===== config.mk =====
export PLATFORM = sky130hd
export DESIGN_NAME = framed_block_demux_receiver
export DESIGN_NICKNAME = d
export VERILOG_FILES = /design/src/hw/rtl/frx_pkg.sv /design/src/hw/rtl/frx_parser.sv /design/src/hw/rtl/frx_out_queue.sv /design/src/hw/rtl/framed_block_demux_receiver.sv
export SDC_FILE = /design/constraint.sdc
export NUM_CORES = 1
export LEC_CHECK = 0
export ABC_AREA = 1
export BUFFER_PORTS_ARGS = -buffer_cell sky130_fd_sc_hd__buf_2
export CAP_MARGIN = 5
export CORE_UTILIZATION = 35
export CTS_BUF_LIST = sky130_fd_sc_hd__clkbuf_2
export CTS_CLUSTER_DIAMETER = 100
export DETAILED_ROUTE_END_ITERATION = 8
export GPL_TIMING_DRIVEN = 0
export MAX_ROUTING_LAYER = met4
export SYNTH_ARGS = -nofsm -noshare
export SYNTH_HDL_FRONTEND = slang
export SYNTH_SLANG_ARGS = --single-unit
export TNS_END_PERCENT = 100

===== constraint.sdc =====
create_clock -name clock -period 9.65 [get_ports clock]
set_input_delay 1.93 -clock clock [delete_from_list [all_inputs] [get_ports clock]]
set_output_delay 1.93 -clock clock [all_outputs]
set_load 0.005 [all_outputs]

===== src/hw/rtl/frx_pkg.sv =====
// Package for the framed block demultiplexing receiver: shared types, constants,
// and the CRC-8 and target match functions.
// It depends on nothing else.
`timescale 1ns / 1ps
`default_nettype none

package frx_pkg;

   localparam int MAX_TARGETS = 8;
   localparam int TARGET_BITS = 7;
   localparam int CSR_INDEX_WIDTH = 2;
   localparam int CSR_DATA_WIDTH = 56;
   localparam int QUEUE_DEPTH = 4;
   localparam int QUEUE_PTR_WIDTH = $clog2(QUEUE_DEPTH);
   localparam int QUEUE_COUNT_WIDTH = $clog2(QUEUE_DEPTH + 1);

   localparam logic [7:0] SYNC_FIRST = 8'hC3;
   localparam logic [7:0] SYNC_SECOND = 8'hA9;
   localparam logic [7:0] TARGET_MASK = 8'h7F;
   localparam logic [7:0] RESET_POLY = 8'h07;
   localparam logic [7:0] RESET_MAX_LEN = 8'd32;
   localparam logic [7:0] MIN_MESSAGE_LEN = 8'd2;

   localparam logic [CSR_INDEX_WIDTH-1:0] CSR_TARGET_COUNT = 2'd0;
   localparam logic [CSR_INDEX_WIDTH-1:0] CSR_TARGET_NUMBERS = 2'd1;
   localparam logic [CSR_INDEX_WIDTH-1:0] CSR_CRC_POLYNOMIAL = 2'd2;
   localparam logic [CSR_INDEX_WIDTH-1:0] CSR_MAX_MESSAGE_LENGTH = 2'd3;

   localparam logic KIND_MESSAGE = 1'b0;
   localparam logic KIND_FRAME_END = 1'b1;

   localparam logic [1:0] SPLIT_CLEAN = 2'd0;
   localparam logic [1:0] SPLIT_BAD_LENGTH = 2'd1;
   localparam logic [1:0] SPLIT_OVERRUN = 2'd2;

   typedef struct packed {
      logic [3:0] target_count;
      logic [CSR_DATA_WIDTH-1:0] target_numbers;
      logic [7:0] crc_polynomial;
      logic [7:0] max_message_length;
   } cfg_type;

   typedef struct packed {
      logic kind;
      logic [7:0] data_byte;
      logic [7:0] target_hits;
      logic message_last;
      logic [7:0] frame_version;
      logic crc_ok;
      logic [1:0] split_status;
   } result_type;

   typedef struct packed {
      logic [1:0] count;
      result_type first;
      result_type second;
   } push_type;

   function automatic logic [7:0] crc_update(input logic [7:0] crc, input logic [7:0] b,
                                             input logic [7:0] poly);
      logic [7:0] c;
      c = crc ^ b;
      for (int i = 0; i < 8; i++) begin
         if (c[7]) begin
            c = {c[6:0], 1'b0} ^ poly;
         end else begin
            c = {c[6:0], 1'b0};
         end
      end
      return c;
   endfunction

   function automatic logic [7:0] match_targets(input logic [TARGET_BITS-1:0] tgt,
                                                input logic [3:0] count,
                                                input logic [CSR_DATA_WIDTH-1:0] numbers);
      logic [7:0] hits;
      hits = '0;
      for (int k = 0; k < MAX_TARGETS; k++) begin
         if ((4'(k) < count) && (numbers[TARGET_BITS*k +: TARGET_BITS] == tgt)) begin
            hits[k] = 1'b1;
         end
      end
      return hits;
   endfunction

endpackage

`default_nettype wire


===== src/hw/rtl/frx_parser.sv =====
// Frame and message parser: sync hunt, block bookkeeping, CRC and target routing.
// It takes one registered byte and produces up to two results. It depends on frx_pkg.
`timescale 1ns / 1ps
`default_nettype none

module frx_parser (
   input  wire logic clock,
   input  wire logic reset,
   input  wire logic step,
   input  wire logic [7:0] rx_byte,
   input  wire frx_pkg::cfg_type cfg,
   output frx_pkg::push_type push
);

   typedef enum logic [2:0] {
      PH_HUNT1, PH_HUNT2, PH_VERSION, PH_LENGTH, PH_DATA, PH_CRC
   } phase_type;

   typedef enum logic [1:0] {
      MP_LENGTH, MP_TARGET, MP_PAYLOAD, MP_ABANDONED
   } msg_phase_type;

   phase_type phase_ff, phase_in;
   msg_phase_type msg_phase_ff, msg_phase_in;
   logic [7:0] block_length_ff, block_length_in;
   logic [7:0] block_count_ff, block_count_in;
   logic [7:0] crc_ff, crc_in;
   logic [7:0] version_ff, version_in;
   logic [7:0] remaining_ff, remaining_in;
   logic [7:0] held_length_ff, held_length_in;
   logic [7:0] hits_ff, hits_in;
   logic [1:0] split_ff, split_in;

   logic block_end;
   logic last;
   logic [7:0] count_inc;
   logic [7:0] remaining_dec;
   logic [7:0] new_hits;
   frx_pkg::result_type msg_result;

   assign count_inc = block_count_ff + 8'd1;
   assign block_end = (count_inc == block_length_ff);
   assign remaining_dec = remaining_ff - 8'd1;
   assign new_hits = frx_pkg::match_targets(frx_pkg::TARGET_BITS'(rx_byte & frx_pkg::TARGET_MASK),
                                            cfg.target_count, cfg.target_numbers);

   always_comb begin
      phase_in = phase_ff;
      msg_phase_in = msg_phase_ff;
      block_length_in = block_length_ff;
      block_count_in = block_count_ff;
      crc_in = crc_ff;
      version_in = version_ff;
      remaining_in = remaining_ff;
      held_length_in = held_length_ff;
      hits_in = hits_ff;
      split_in = split_ff;
      last = 1'b0;
      msg_result = '0;
      msg_result.kind = frx_pkg::KIND_MESSAGE;
      push = '0;
      if (step) begin
         case (phase_ff)
            PH_HUNT1: begin
               if (rx_byte == frx_pkg::SYNC_FIRST) begin
                  phase_in = PH_HUNT2;
               end
            end
            PH_HUNT2: begin
               phase_in = (rx_byte == frx_pkg::SYNC_SECOND) ? PH_VERSION : PH_HUNT1;
            end
            PH_VERSION: begin
               version_in = rx_byte;
               phase_in = PH_LENGTH;
            end
            PH_LENGTH: begin
               block_length_in = rx_byte;
               block_count_in = '0;
               crc_in = '0;
               msg_phase_in = MP_LENGTH;
               remaining_in = '0;
               held_length_in = '0;
               hits_in = '0;
               split_in = frx_pkg::SPLIT_CLEAN;
               phase_in = (rx_byte == 8'd0) ? PH_CRC : PH_DATA;
            end
            PH_DATA: begin
               crc_in = frx_pkg::crc_update(crc_ff, rx_byte, cfg.crc_polynomial);
               block_count_in = count_inc;
               case (msg_phase_ff)
                  MP_LENGTH: begin
                     if ((rx_byte < frx_pkg::MIN_MESSAGE_LEN) ||
                         (rx_byte > cfg.max_message_length)) begin
                        split_in = frx_pkg::SPLIT_BAD_LENGTH;
                        msg_phase_in = MP_ABANDONED;
                     end else begin
                        held_length_in = rx_byte;
                        remaining_in = rx_byte - frx_pkg::MIN_MESSAGE_LEN;
                        msg_phase_in = MP_TARGET;
                        if (block_end) begin
                           split_in = frx_pkg::SPLIT_OVERRUN;
                        end
                     end
                  end
                  MP_TARGET: begin
                     last = (remaining_ff == 8'd0) || block_end;
                     hits_in = new_hits;
                     if (new_hits != 8'd0) begin
                        push.count = 2'd2;
                        push.first = msg_result;
                        push.first.data_byte = held_length_ff;
                        push.first.target_hits = new_hits;
                        push.second = msg_result;
                        push.second.data_byte = rx_byte;
                        push.second.target_hits = new_hits;
                        push.second.message_last = last;
                     end
                     if (remaining_ff == 8'd0) begin
                        msg_phase_in = MP_LENGTH;
                     end else begin
                        msg_phase_in = MP_PAYLOAD;
                        if (block_end) begin
                           split_in = frx_pkg::SPLIT_OVERRUN;
                        end
                     end
                  end
                  MP_PAYLOAD: begin
                     remaining_in = remaining_dec;
                     last = (remaining_dec == 8'd0) || block_end;
                     if (hits_ff != 8'd0) begin
                        push.count = 2'd1;
                        push.first = msg_result;
                        push.first.data_byte = rx_byte;
                        push.first.target_hits = hits_ff;
                        push.first.message_last = last;
                     end
                     if (remaining_dec == 8'd0) begin
                        msg_phase_in = MP_LENGTH;
                     end else if (block_end) begin
                        split_in = frx_pkg::SPLIT_OVERRUN;
                     end
                  end
                  default: begin
                  end
               endcase
               if (block_end) begin
                  phase_in = PH_CRC;
               end
            end
            PH_CRC: begin
               push.count = 2'd1;
               push.first.kind = frx_pkg::KIND_FRAME_END;
               push.first.frame_version = version_ff;
               push.first.crc_ok = (rx_byte == crc_ff);
               push.first.split_status = split_ff;
               phase_in = PH_HUNT1;
            end
            default: begin
               phase_in = PH_HUNT1;
            end
         endcase
      end
   end

   always_ff @(posedge clock) begin
      if (reset) begin
         phase_ff <= PH_HUNT1;
         msg_phase_ff <= MP_LENGTH;
         block_length_ff <= '0;
         block_count_ff <= '0;
         crc_ff <= '0;
         version_ff <= '0;
         remaining_ff <= '0;
         held_length_ff <= '0;
         hits_ff <= '0;
         split_ff <= frx_pkg::SPLIT_CLEAN;
      end else begin
         phase_ff <= phase_in;
         msg_phase_ff <= msg_phase_in;
         block_length_ff <= block_length_in;
         block_count_ff <= block_count_in;
         crc_ff <= crc_in;
         version_ff <= version_in;
         remaining_ff <= remaining_in;
         held_length_ff <= held_length_in;
         hits_ff <= hits_in;
         split_ff <= split_in;
      end
   end

   a_push_needs_step: assert property (@(posedge clock) disable iff (reset)
      (push.count != 2'd0) |-> step)
      else $error("results produced without a byte being parsed");

   a_frame_end_alone: assert property (@(posedge clock) disable iff (reset)
      (push.count == 2'd2) |-> (push.first.kind == frx_pkg::KIND_MESSAGE &&
                                push.second.kind == frx_pkg::KIND_MESSAGE))
      else $error("frame-end report paired with another result");

   a_block_count_bound: assert property (@(posedge clock) disable iff (reset)
      (phase_ff == PH_DATA) |-> (block_count_ff < block_length_ff))
      else $error("block count passed the block length");

endmodule

`default_nettype wire


===== src/hw/rtl/frx_out_queue.sv =====
// Result queue of the receiver: takes up to two results a cycle, hands out one while out_stall is low.
// It depends on frx_pkg.
`timescale 1ns / 1ps
`default_nettype none

module frx_out_queue (
   input  wire logic clock,
   input  wire logic reset,
   input  wire frx_pkg::push_type push,
   output logic room,
   output logic out_valid,
   input  wire logic out_stall,
   output frx_pkg::result_type out_result
);

   frx_pkg::result_type mem_ff [frx_pkg::QUEUE_DEPTH];
   logic [frx_pkg::QUEUE_PTR_WIDTH-1:0] wr_ptr_ff, wr_ptr_in;
   logic [frx_pkg::QUEUE_PTR_WIDTH-1:0] rd_ptr_ff, rd_ptr_in;
   logic [frx_pkg::QUEUE_COUNT_WIDTH-1:0] count_ff, count_in;
   logic [frx_pkg::QUEUE_PTR_WIDTH-1:0] wr_next;
   logic pop;

   assign out_valid = (count_ff != '0);
   assign out_result = mem_ff[rd_ptr_ff];
   assign pop = out_valid && !out_stall;
   assign room = (count_ff <= frx_pkg::QUEUE_COUNT_WIDTH'(frx_pkg::QUEUE_DEPTH - 2));
   assign wr_next = wr_ptr_ff + 1'b1;

   assign wr_ptr_in = wr_ptr_ff + frx_pkg::QUEUE_PTR_WIDTH'(push.count);
   assign rd_ptr_in = rd_ptr_ff + frx_pkg::QUEUE_PTR_WIDTH'(pop);
   assign count_in = count_ff + frx_pkg::QUEUE_COUNT_WIDTH'(push.count)
                     - frx_pkg::QUEUE_COUNT_WIDTH'(pop);

   always_ff @(posedge clock) begin
      if (push.count != 2'd0) begin
         mem_ff[wr_ptr_ff] <= push.first;
      end
      if (push.count == 2'd2) begin
         mem_ff[wr_next] <= push.second;
      end
   end

   always_ff @(posedge clock) begin
      if (reset) begin
         wr_ptr_ff <= '0;
         rd_ptr_ff <= '0;
         count_ff <= '0;
      end else begin
         wr_ptr_ff <= wr_ptr_in;
         rd_ptr_ff <= rd_ptr_in;
         count_ff <= count_in;
      end
   end

   a_count_bound: assert property (@(posedge clock) disable iff (reset)
      count_ff <= frx_pkg::QUEUE_COUNT_WIDTH'(frx_pkg::QUEUE_DEPTH))
      else $error("result queue holds more than its depth");

   a_push_fits: assert property (@(posedge clock) disable iff (reset)
      (push.count != 2'd0) |-> room)
      else $error("results pushed into a queue without room");

   a_pop_only: assert property (@(posedge clock) disable iff (reset)
      (push.count == 2'd0 && pop) |=> (count_ff == $past(count_ff) - 1'b1))
      else $error("queue count wrong after a lone pop");

endmodule

`default_nettype wire


===== src/hw/rtl/framed_block_demux_receiver.sv =====
// Top level of the framed block demultiplexing receiver: input register,
// configuration registers, parser and result queue. It depends on frx_pkg,
// frx_parser and frx_out_queue.
//
//   channel   direction  handshake              payload
//   req_      in         req_valid / req_stall  req_rx_byte
//   rsp_      out        rsp_valid / rsp_stall  rsp_kind .. rsp_split_status
//   csr_      in         csr_valid / csr_ready  csr_index, csr_data
//
// An item is registered on acceptance and parsed once the queue has room; its results
// are written into the result queue and offered from its head.
// A byte can be taken every cycle while the queue has room; a matched target byte
// yields two results, and the single result port then hands them out one at a time.
// Reset clears the parser state and the queue, and sets the configuration registers to their defaults.
// req_stall is raised while the input register holds an item and the queue lacks room.
`timescale 1ns / 1ps
`default_nettype none

module framed_block_demux_receiver (
   input  wire logic clock,
   input  wire logic reset,
   input  wire logic req_valid,
   output logic req_stall,
   input  wire logic [7:0] req_rx_byte,
   output logic rsp_valid,
   input  wire logic rsp_stall,
   output logic rsp_kind,
   output logic [7:0] rsp_data_byte,
   output logic [7:0] rsp_target_hits,
   output logic rsp_message_last,
   output logic [7:0] rsp_frame_version,
   output logic rsp_crc_ok,
   output logic [1:0] rsp_split_status,
   input  wire logic csr_valid,
   output logic csr_ready,
   input  wire logic [frx_pkg::CSR_INDEX_WIDTH-1:0] csr_index,
   input  wire logic [frx_pkg::CSR_DATA_WIDTH-1:0] csr_data
);

   frx_pkg::cfg_type cfg_ff, cfg_in;
   logic in_valid_ff, in_valid_in;
   logic [7:0] in_byte_ff, in_byte_in;
   logic room;
   logic step;
   logic req_take;
   frx_pkg::push_type push;
   frx_pkg::result_type head;

   assign csr_ready = 1'b1;
   assign step = in_valid_ff && room;
   assign req_stall = in_valid_ff && !room;
   assign req_take = req_valid && !req_stall;
   assign in_valid_in = req_take || (in_valid_ff && !step);
   assign in_byte_in = req_take ? req_rx_byte : in_byte_ff;

   always_comb begin
      cfg_in = cfg_ff;
      if (csr_valid && csr_ready) begin
         case (csr_index)
            frx_pkg::CSR_TARGET_COUNT: cfg_in.target_count = csr_data[3:0];
            frx_pkg::CSR_TARGET_NUMBERS: cfg_in.target_numbers = csr_data;
            frx_pkg::CSR_CRC_POLYNOMIAL: cfg_in.crc_polynomial = csr_data[7:0];
            frx_pkg::CSR_MAX_MESSAGE_LENGTH: cfg_in.max_message_length = csr_data[7:0];
            default: cfg_in = cfg_ff;
         endcase
      end
   end

   always_ff @(posedge clock) begin
      if (reset) begin
         cfg_ff.target_count <= '0;
         cfg_ff.target_numbers <= '0;
         cfg_ff.crc_polynomial <= frx_pkg::RESET_POLY;
         cfg_ff.max_message_length <= frx_pkg::RESET_MAX_LEN;
         in_valid_ff <= 1'b0;
      end else begin
         cfg_ff <= cfg_in;
         in_valid_ff <= in_valid_in;
      end
   end

   always_ff @(posedge clock) begin
      in_byte_ff <= in_byte_in;
   end

   frx_parser u_parser (
      .clock   (clock),
      .reset   (reset),
      .step    (step),
      .rx_byte (in_byte_ff),
      .cfg     (cfg_ff),
      .push    (push)
   );

   frx_out_queue u_queue (
      .clock      (clock),
      .reset      (reset),
      .push       (push),
      .room       (room),
      .out_valid  (rsp_valid),
      .out_stall  (rsp_stall),
      .out_result (head)
   );

   assign rsp_kind = head.kind;
   assign rsp_data_byte = head.data_byte;
   assign rsp_target_hits = head.target_hits;
   assign rsp_message_last = head.message_last;
   assign rsp_frame_version = head.frame_version;
   assign rsp_crc_ok = head.crc_ok;
   assign rsp_split_status = head.split_status;

endmodule

`default_nettype wire

# After elaboration in Yosys (flattened, before gate mapping)
# Memory sizes are Yosys's and may differ from the RTL's. A register that Yosys moved wholly into a read port is not among the register bits.
# Cells that the tools add are included.
# Widths: inputs -> output; s select.
[classes] n_addsub=8 n_lt_le_gt_ge=11 eq_ne=34 muxes=70 bitwise_logic=9 n_reduce_logical=45
[op_table] operator="$mux 8" n=26
[op_table] operator="$mux 60" n=2
[op_table] operator="$pmux 8 s2" n=6
[op_table] operator="$xor 8x8->8" n=9
[op_table] operator="$pmux 31 s2" n=1
[op_table] operator="$mux 29" n=2
[op_table] operator="$eq 7x7->1" n=8
[op_table] operator="$mux 30" n=1
[op_table] operator="$logic_not 8->1" n=3
[op_table] operator="$pmux 11 s2" n=1
[op_table] operator="$mux 2" n=9
[op_table] operator="$mux 17" n=1
[op_table] operator="$eq 8x8->1" n=2
[op_table] operator="$eq 8x8->1 const B" n=2
[op_table] operator="$lt 3x4->1 const A" n=4
[op_table] operator="$reduce_bool 8->1" n=2
[op_table] operator="$pmux 3 s5" n=1
[op_table] operator="$reduce_and 2->1" n=7
[op_table] operator="$logic_and 1x1->1" n=13
[op_table] operator="$mux 1" n=13
[op_table] operator="$ne 3x3->1 const B" n=4
[op_table] operator="$pmux 2 s3" n=2
[op_table] operator="$reduce_and 4->1" n=3
[op_table] operator="$add 8x1->8 const B" n=1
[op_table] operator="32 further kinds" n=54
[word_totals] register_bits=155 ramBits=116 inputBits=71 output_inout_bits=32 elab_cells=197 mem_count=1
[memory_table] name="u_queue.mem_ff" depth=4 width=29 read_ports=1 rd_ports_with_merged_regs=1 write_ports=2 line="frx_out_queue.sv:16" rtl="frx_pkg::result_type mem_ff [frx_pkg::QUEUE_DEPTH];"

# Longest topological paths before layout
[logic_depth] word_depth=32 mapped_depth=31 mapped_depth_nobuf=29

# By module
# A second synthesis with hierarchy kept.
[hier_totals] cells_unflattened=2105 hier_area_um2=15497.4
[modules_own_cells] mod="frx_out_queue" n_inst=1 cells_each=625 area_each_um2=6075.8 seq_area_each_um2=3623.5
[modules_own_cells] mod="frx_parser" n_inst=1 cells_each=982 area_each_um2=6007.0 seq_area_each_um2=1261.2
[modules_own_cells] mod="framed_block_demux_receiver" n_inst=1 cells_each=498 area_each_um2=3414.5 seq_area_each_um2=1781.7

# Worst setup path after synthesis
# Ideal clock, no wire load.
[synth_path] kind="input -> register" start="input port csr_index[0] in the netlist's numbering" end="register cfg_ff[63] in the netlist's numbering" setup_ps=116 arrival_time_ps=3184 setup_slack_ps=6350 cell_stages=7 n_path_buf=2 path_cell_list="inv_1 > nor3_1 > inv_1 > clkbuf_1 > clkbuf_1 > nor2_1 > nor2_1"
[synth_via] elab_chain_len=2
[synth_rtl] element="start, declared" line="framed_block_demux_receiver.sv:36" rtl="input wire logic [frx_pkg::CSR_INDEX_WIDTH-1:0] csr_index,"
[synth_rtl] element="$eq 2x1->1" line="framed_block_demux_receiver.sv:59" rtl="case (csr_index)"
[synth_rtl] element="$reduce_and 2->1 (no source line)"
[synth_rtl] element="end signal, assigned" line="framed_block_demux_receiver.sv:77" rtl="cfg_ff <= cfg_in;"
[synth_rtl] element="end, declared" line="framed_block_demux_receiver.sv:40" rtl="frx_pkg::cfg_type cfg_ff, cfg_in;"
# No other way between the ends.
# A chain may end at the register's enable or synchronous reset.

==> reports/summary.txt <==
drt pass-1 iters: 7
max incr delay on CP: 0.89 ns
CTS tree: built
worst-case clock buffer depth: 3
CTS Hold Bufs: 0
combinational share of power: 0.262
CP Class: flip-flop to flip-flop
Max Cap Violations: 0
Yosys cell types: 54
starting density of the core: 0.3542
sequential share of the synthesized area: 0.4406
total vias in the final route: 13885
CP Launch Type: flip-flop
clk root buf: clkbuf_2
Peak supply drop: 0.07416 mV
endpoints failing hold: 0
GP Congestion: 0.9397
H-tree depth: 3
die width: 202.3 µm
Power per Cell Area: 172.4 mW/mm²
met1 usage: 0.3054
drt wl/cell: 17.81 µm
busiest grt layer: met2
status: finished clean
cell area after layout: 0.01582 mm²
CTS Buf Count: 73
io pins: 103
post-route ant nets: 0
Worst-Skew Late Latency: 0.93 ns
Sw Share: 0.3607
Crit path arrival time: 5.79 ns
Seq pwr share: 0.445
Tot GR Track Use: 0.2291
post-cts repair resize count: 0
most common cell after layout, fill and taps aside: nand2_1
GRT overflow: 0
Leak: 6.269 nW
Placement Cell Area: 0.01520 mm²
routing usage on met3: 0.04337
drt total wl: 46120 µm
Iteration-0 DRC Markers: 1395
Post-Place Setup Slack: 4.515 ns
Setup Skew: 0.1072 ns
first-pass GRT wire length: 71830 µm
RSZ-0062 raised after global routing: no
Std-Cell Rows: 73
Mapped Area: 0.01404 mm²
Cell Int Power: 1.744 mW
register bit count reported by yosys: 271
CP cell instances: buf_1 > xnor2_1 > nand4_1 > nor4_1 > a211oi_1 > a21oi_2 > inv_2 > nor2_2 > inv_2 > a21oi_1 > inv_1 > buf_2 > buf_2 > nand2_1
Final Worst Setup Slack: 4.352 ns
M2 GR Usage: 0.3486
Final period util: 0.5490
Reg clk slew, reported paths: 0.09 ns
Final Critical Period: 5.298 ns
count of final setup violators: 0
Via density: 5.363
largest net degree at the start of global routing: 18
CP delay by family, top: simple AND/OR/NAND/NOR gates
share of cells above drive strength 1: 0.1489
WHS: 0.4687 ns
max-slew violations: 0
synthesized area per cell: 7.639 µm²
number of global-route vias before repair: 13178
Worst Setup End Kind: flip-flop
post-DP HPWL: 33070 µm
net switching power: 983.8 µW
Slowest-stage cell, CP: nor4_1
CP Max Fanout: 17
worst hold path class: flip-flop to flip-flop
Slew HR: 0.2150
TNS Setup: 0 ns
Core Box Area: 0.03964 mm²
post-synth top area share: 0.2781
worst path buffer plus inverter count: 6
fill count: 4248
Final #Nets: 2106
worst path required time: 10.14 ns
Chip Height: 202.3 µm
f_max: 188.7 MHz
initial antenna violation count: 2
post-CTS setup buffers: 0
Residual DRC: 0
Worst-Margin Slew: 1.167 ns
largest cells by area after synthesis: dfxtp_1, edfxtp_1, o21ai_0
Port-buffer cells: 101
placed insts: 2464
clock share of power: 0.293
Cells after Synth: 1838
Synthesized Nets: 1930
largest area contributor in the netlist: dfxtp_1
Area Overhead vs Synth: 12.67%
clock sinks: 271
non-filler cells, final: 2589
Ys Warns: 0
die area: 0.04092 mm²
commonest cells after routing, fill and taps aside: nand2_1, nor2_1, o21ai_0
-- state kept, by name, indices dropped and copies added, names as in the netlist --
name                      cells
u_parser.version_ff           8
u_parser.held_length_ff       8
u_parser.crc_ff               8
u_parser.msg_phase_ff         2
cfg_ff                       76
in_valid_ff                   1
u_queue.rd_ptr_ff             2
u_parser.split_ff             2
u_parser.hits_ff              8
u_queue.count_ff              3
u_parser.block_count_ff       8
u_parser.remaining_ff         8
u_parser.block_length_ff      8
in_byte_ff                    8
u_parser.phase_ff             3
u_queue.mem_ff              116
u_queue.wr_ptr_ff             2
-- power groups by stage --
stage	Clock [mW]	Combinational, mW	Sequential [mW]
floorplan	0	0.453	1.23
global placement	0	0.700	1.24
detailed placement	0	0.709	1.24
CTS	0.809	0.712	1.21
global route	0.865	0.794	1.22
finish	0.799	0.713	1.22
-- worst reg2reg max path: cells and delay by family, from the launching register on --
kind,cells,cell delay (ns)
AND/OR/NAND/NOR,4,1.94
XOR/XNOR,1,0.20
buffers and inverters,6,1.41
AO/OA/AOI/OAI,3,0.81
flip-flops,1,0.56
-- metal layers --
metal	wire, µm	vias up
met5	0	-
met3	4109	98
li1	-	6653
met4	1160	0
met2	20470	692
met1	20380	6442
-- cell usage after synthesis, drive strengths merged --
library cell and count:
nand3 114, o2111ai 2, o21bai 2, or4 2, o221ai 1, a221oi 3
inv 144, nor4 14, nor2 249, o211ai 4, nand2 305, conb 1
o41ai 2, ha 20, buf 28, a31oi 5, nor3 13, o32ai 3
o22ai 94, o31ai 6, clkbuf 84, dfxtp 195, xnor2 40, or2 5
edfxtp 76, a211oi 9, a21oi 104, or3 1, a2111oi 4, xor2 36
nand4 21, clkinv 5, o21ai 243, nor4b 1, and3 1, fa 1
-- path summary, 6_finish.rpt --
path	cells after the start	slack [ns]	startpoint	endpoint
worst max-delay path	14	4.35	in_byte_ff[0]	u_queue.mem_ff[3][23]
worst min-delay path	2	0.47	cfg_ff[6]	cfg_ff[6]
worst max register to register	14	4.35	in_byte_ff[0]	u_queue.mem_ff[3][23]
worst min register to register	2	0.47	cfg_ff[6]	cfg_ff[6]
-- final cells by class --
type / instances / area, µm² / share of cell area
multi-input cells: 1306 / 6797 / 0.4296
flip-flops and latches: 271 / 6186 / 0.3910
well taps: 525 / 656.9 / 0.04153
clock buffers: 114 / 570.5 / 0.03607
inverters: 149 / 561.8 / 0.03551
repair buffers: 101 / 505.5 / 0.03195
plain buffers: 112 / 495.5 / 0.03132
clock inverters: 9 / 41.29 / 0.002610
diodes: 2 / 5.005 / 0.0003164
-- metrics by stage --
stage,power [mW],utilization
2_1_floorplan,1.686,-
3_3_place_gp,1.940,0.3835
3_5_place_dp,1.949,0.3835
4_1_cts,2.736,0.3989
5_1_grt,2.878,0.3991
6_report,2.728,0.3991
-- logic make-up (layout without fill, tap and decap cells) --
group,count (synthesis),in the layout,synth area share
compound gates,482,482,0.1891
xor+xnor,76,76,0.04848
fa+ha+maj,21,21,0.01925
buf+inv,261,485,0.07530
flops,271,271,0.4406
other cells,1,3,0.0002671
simple gates,726,726,0.2270
Power figures use the tool's default switching activity.
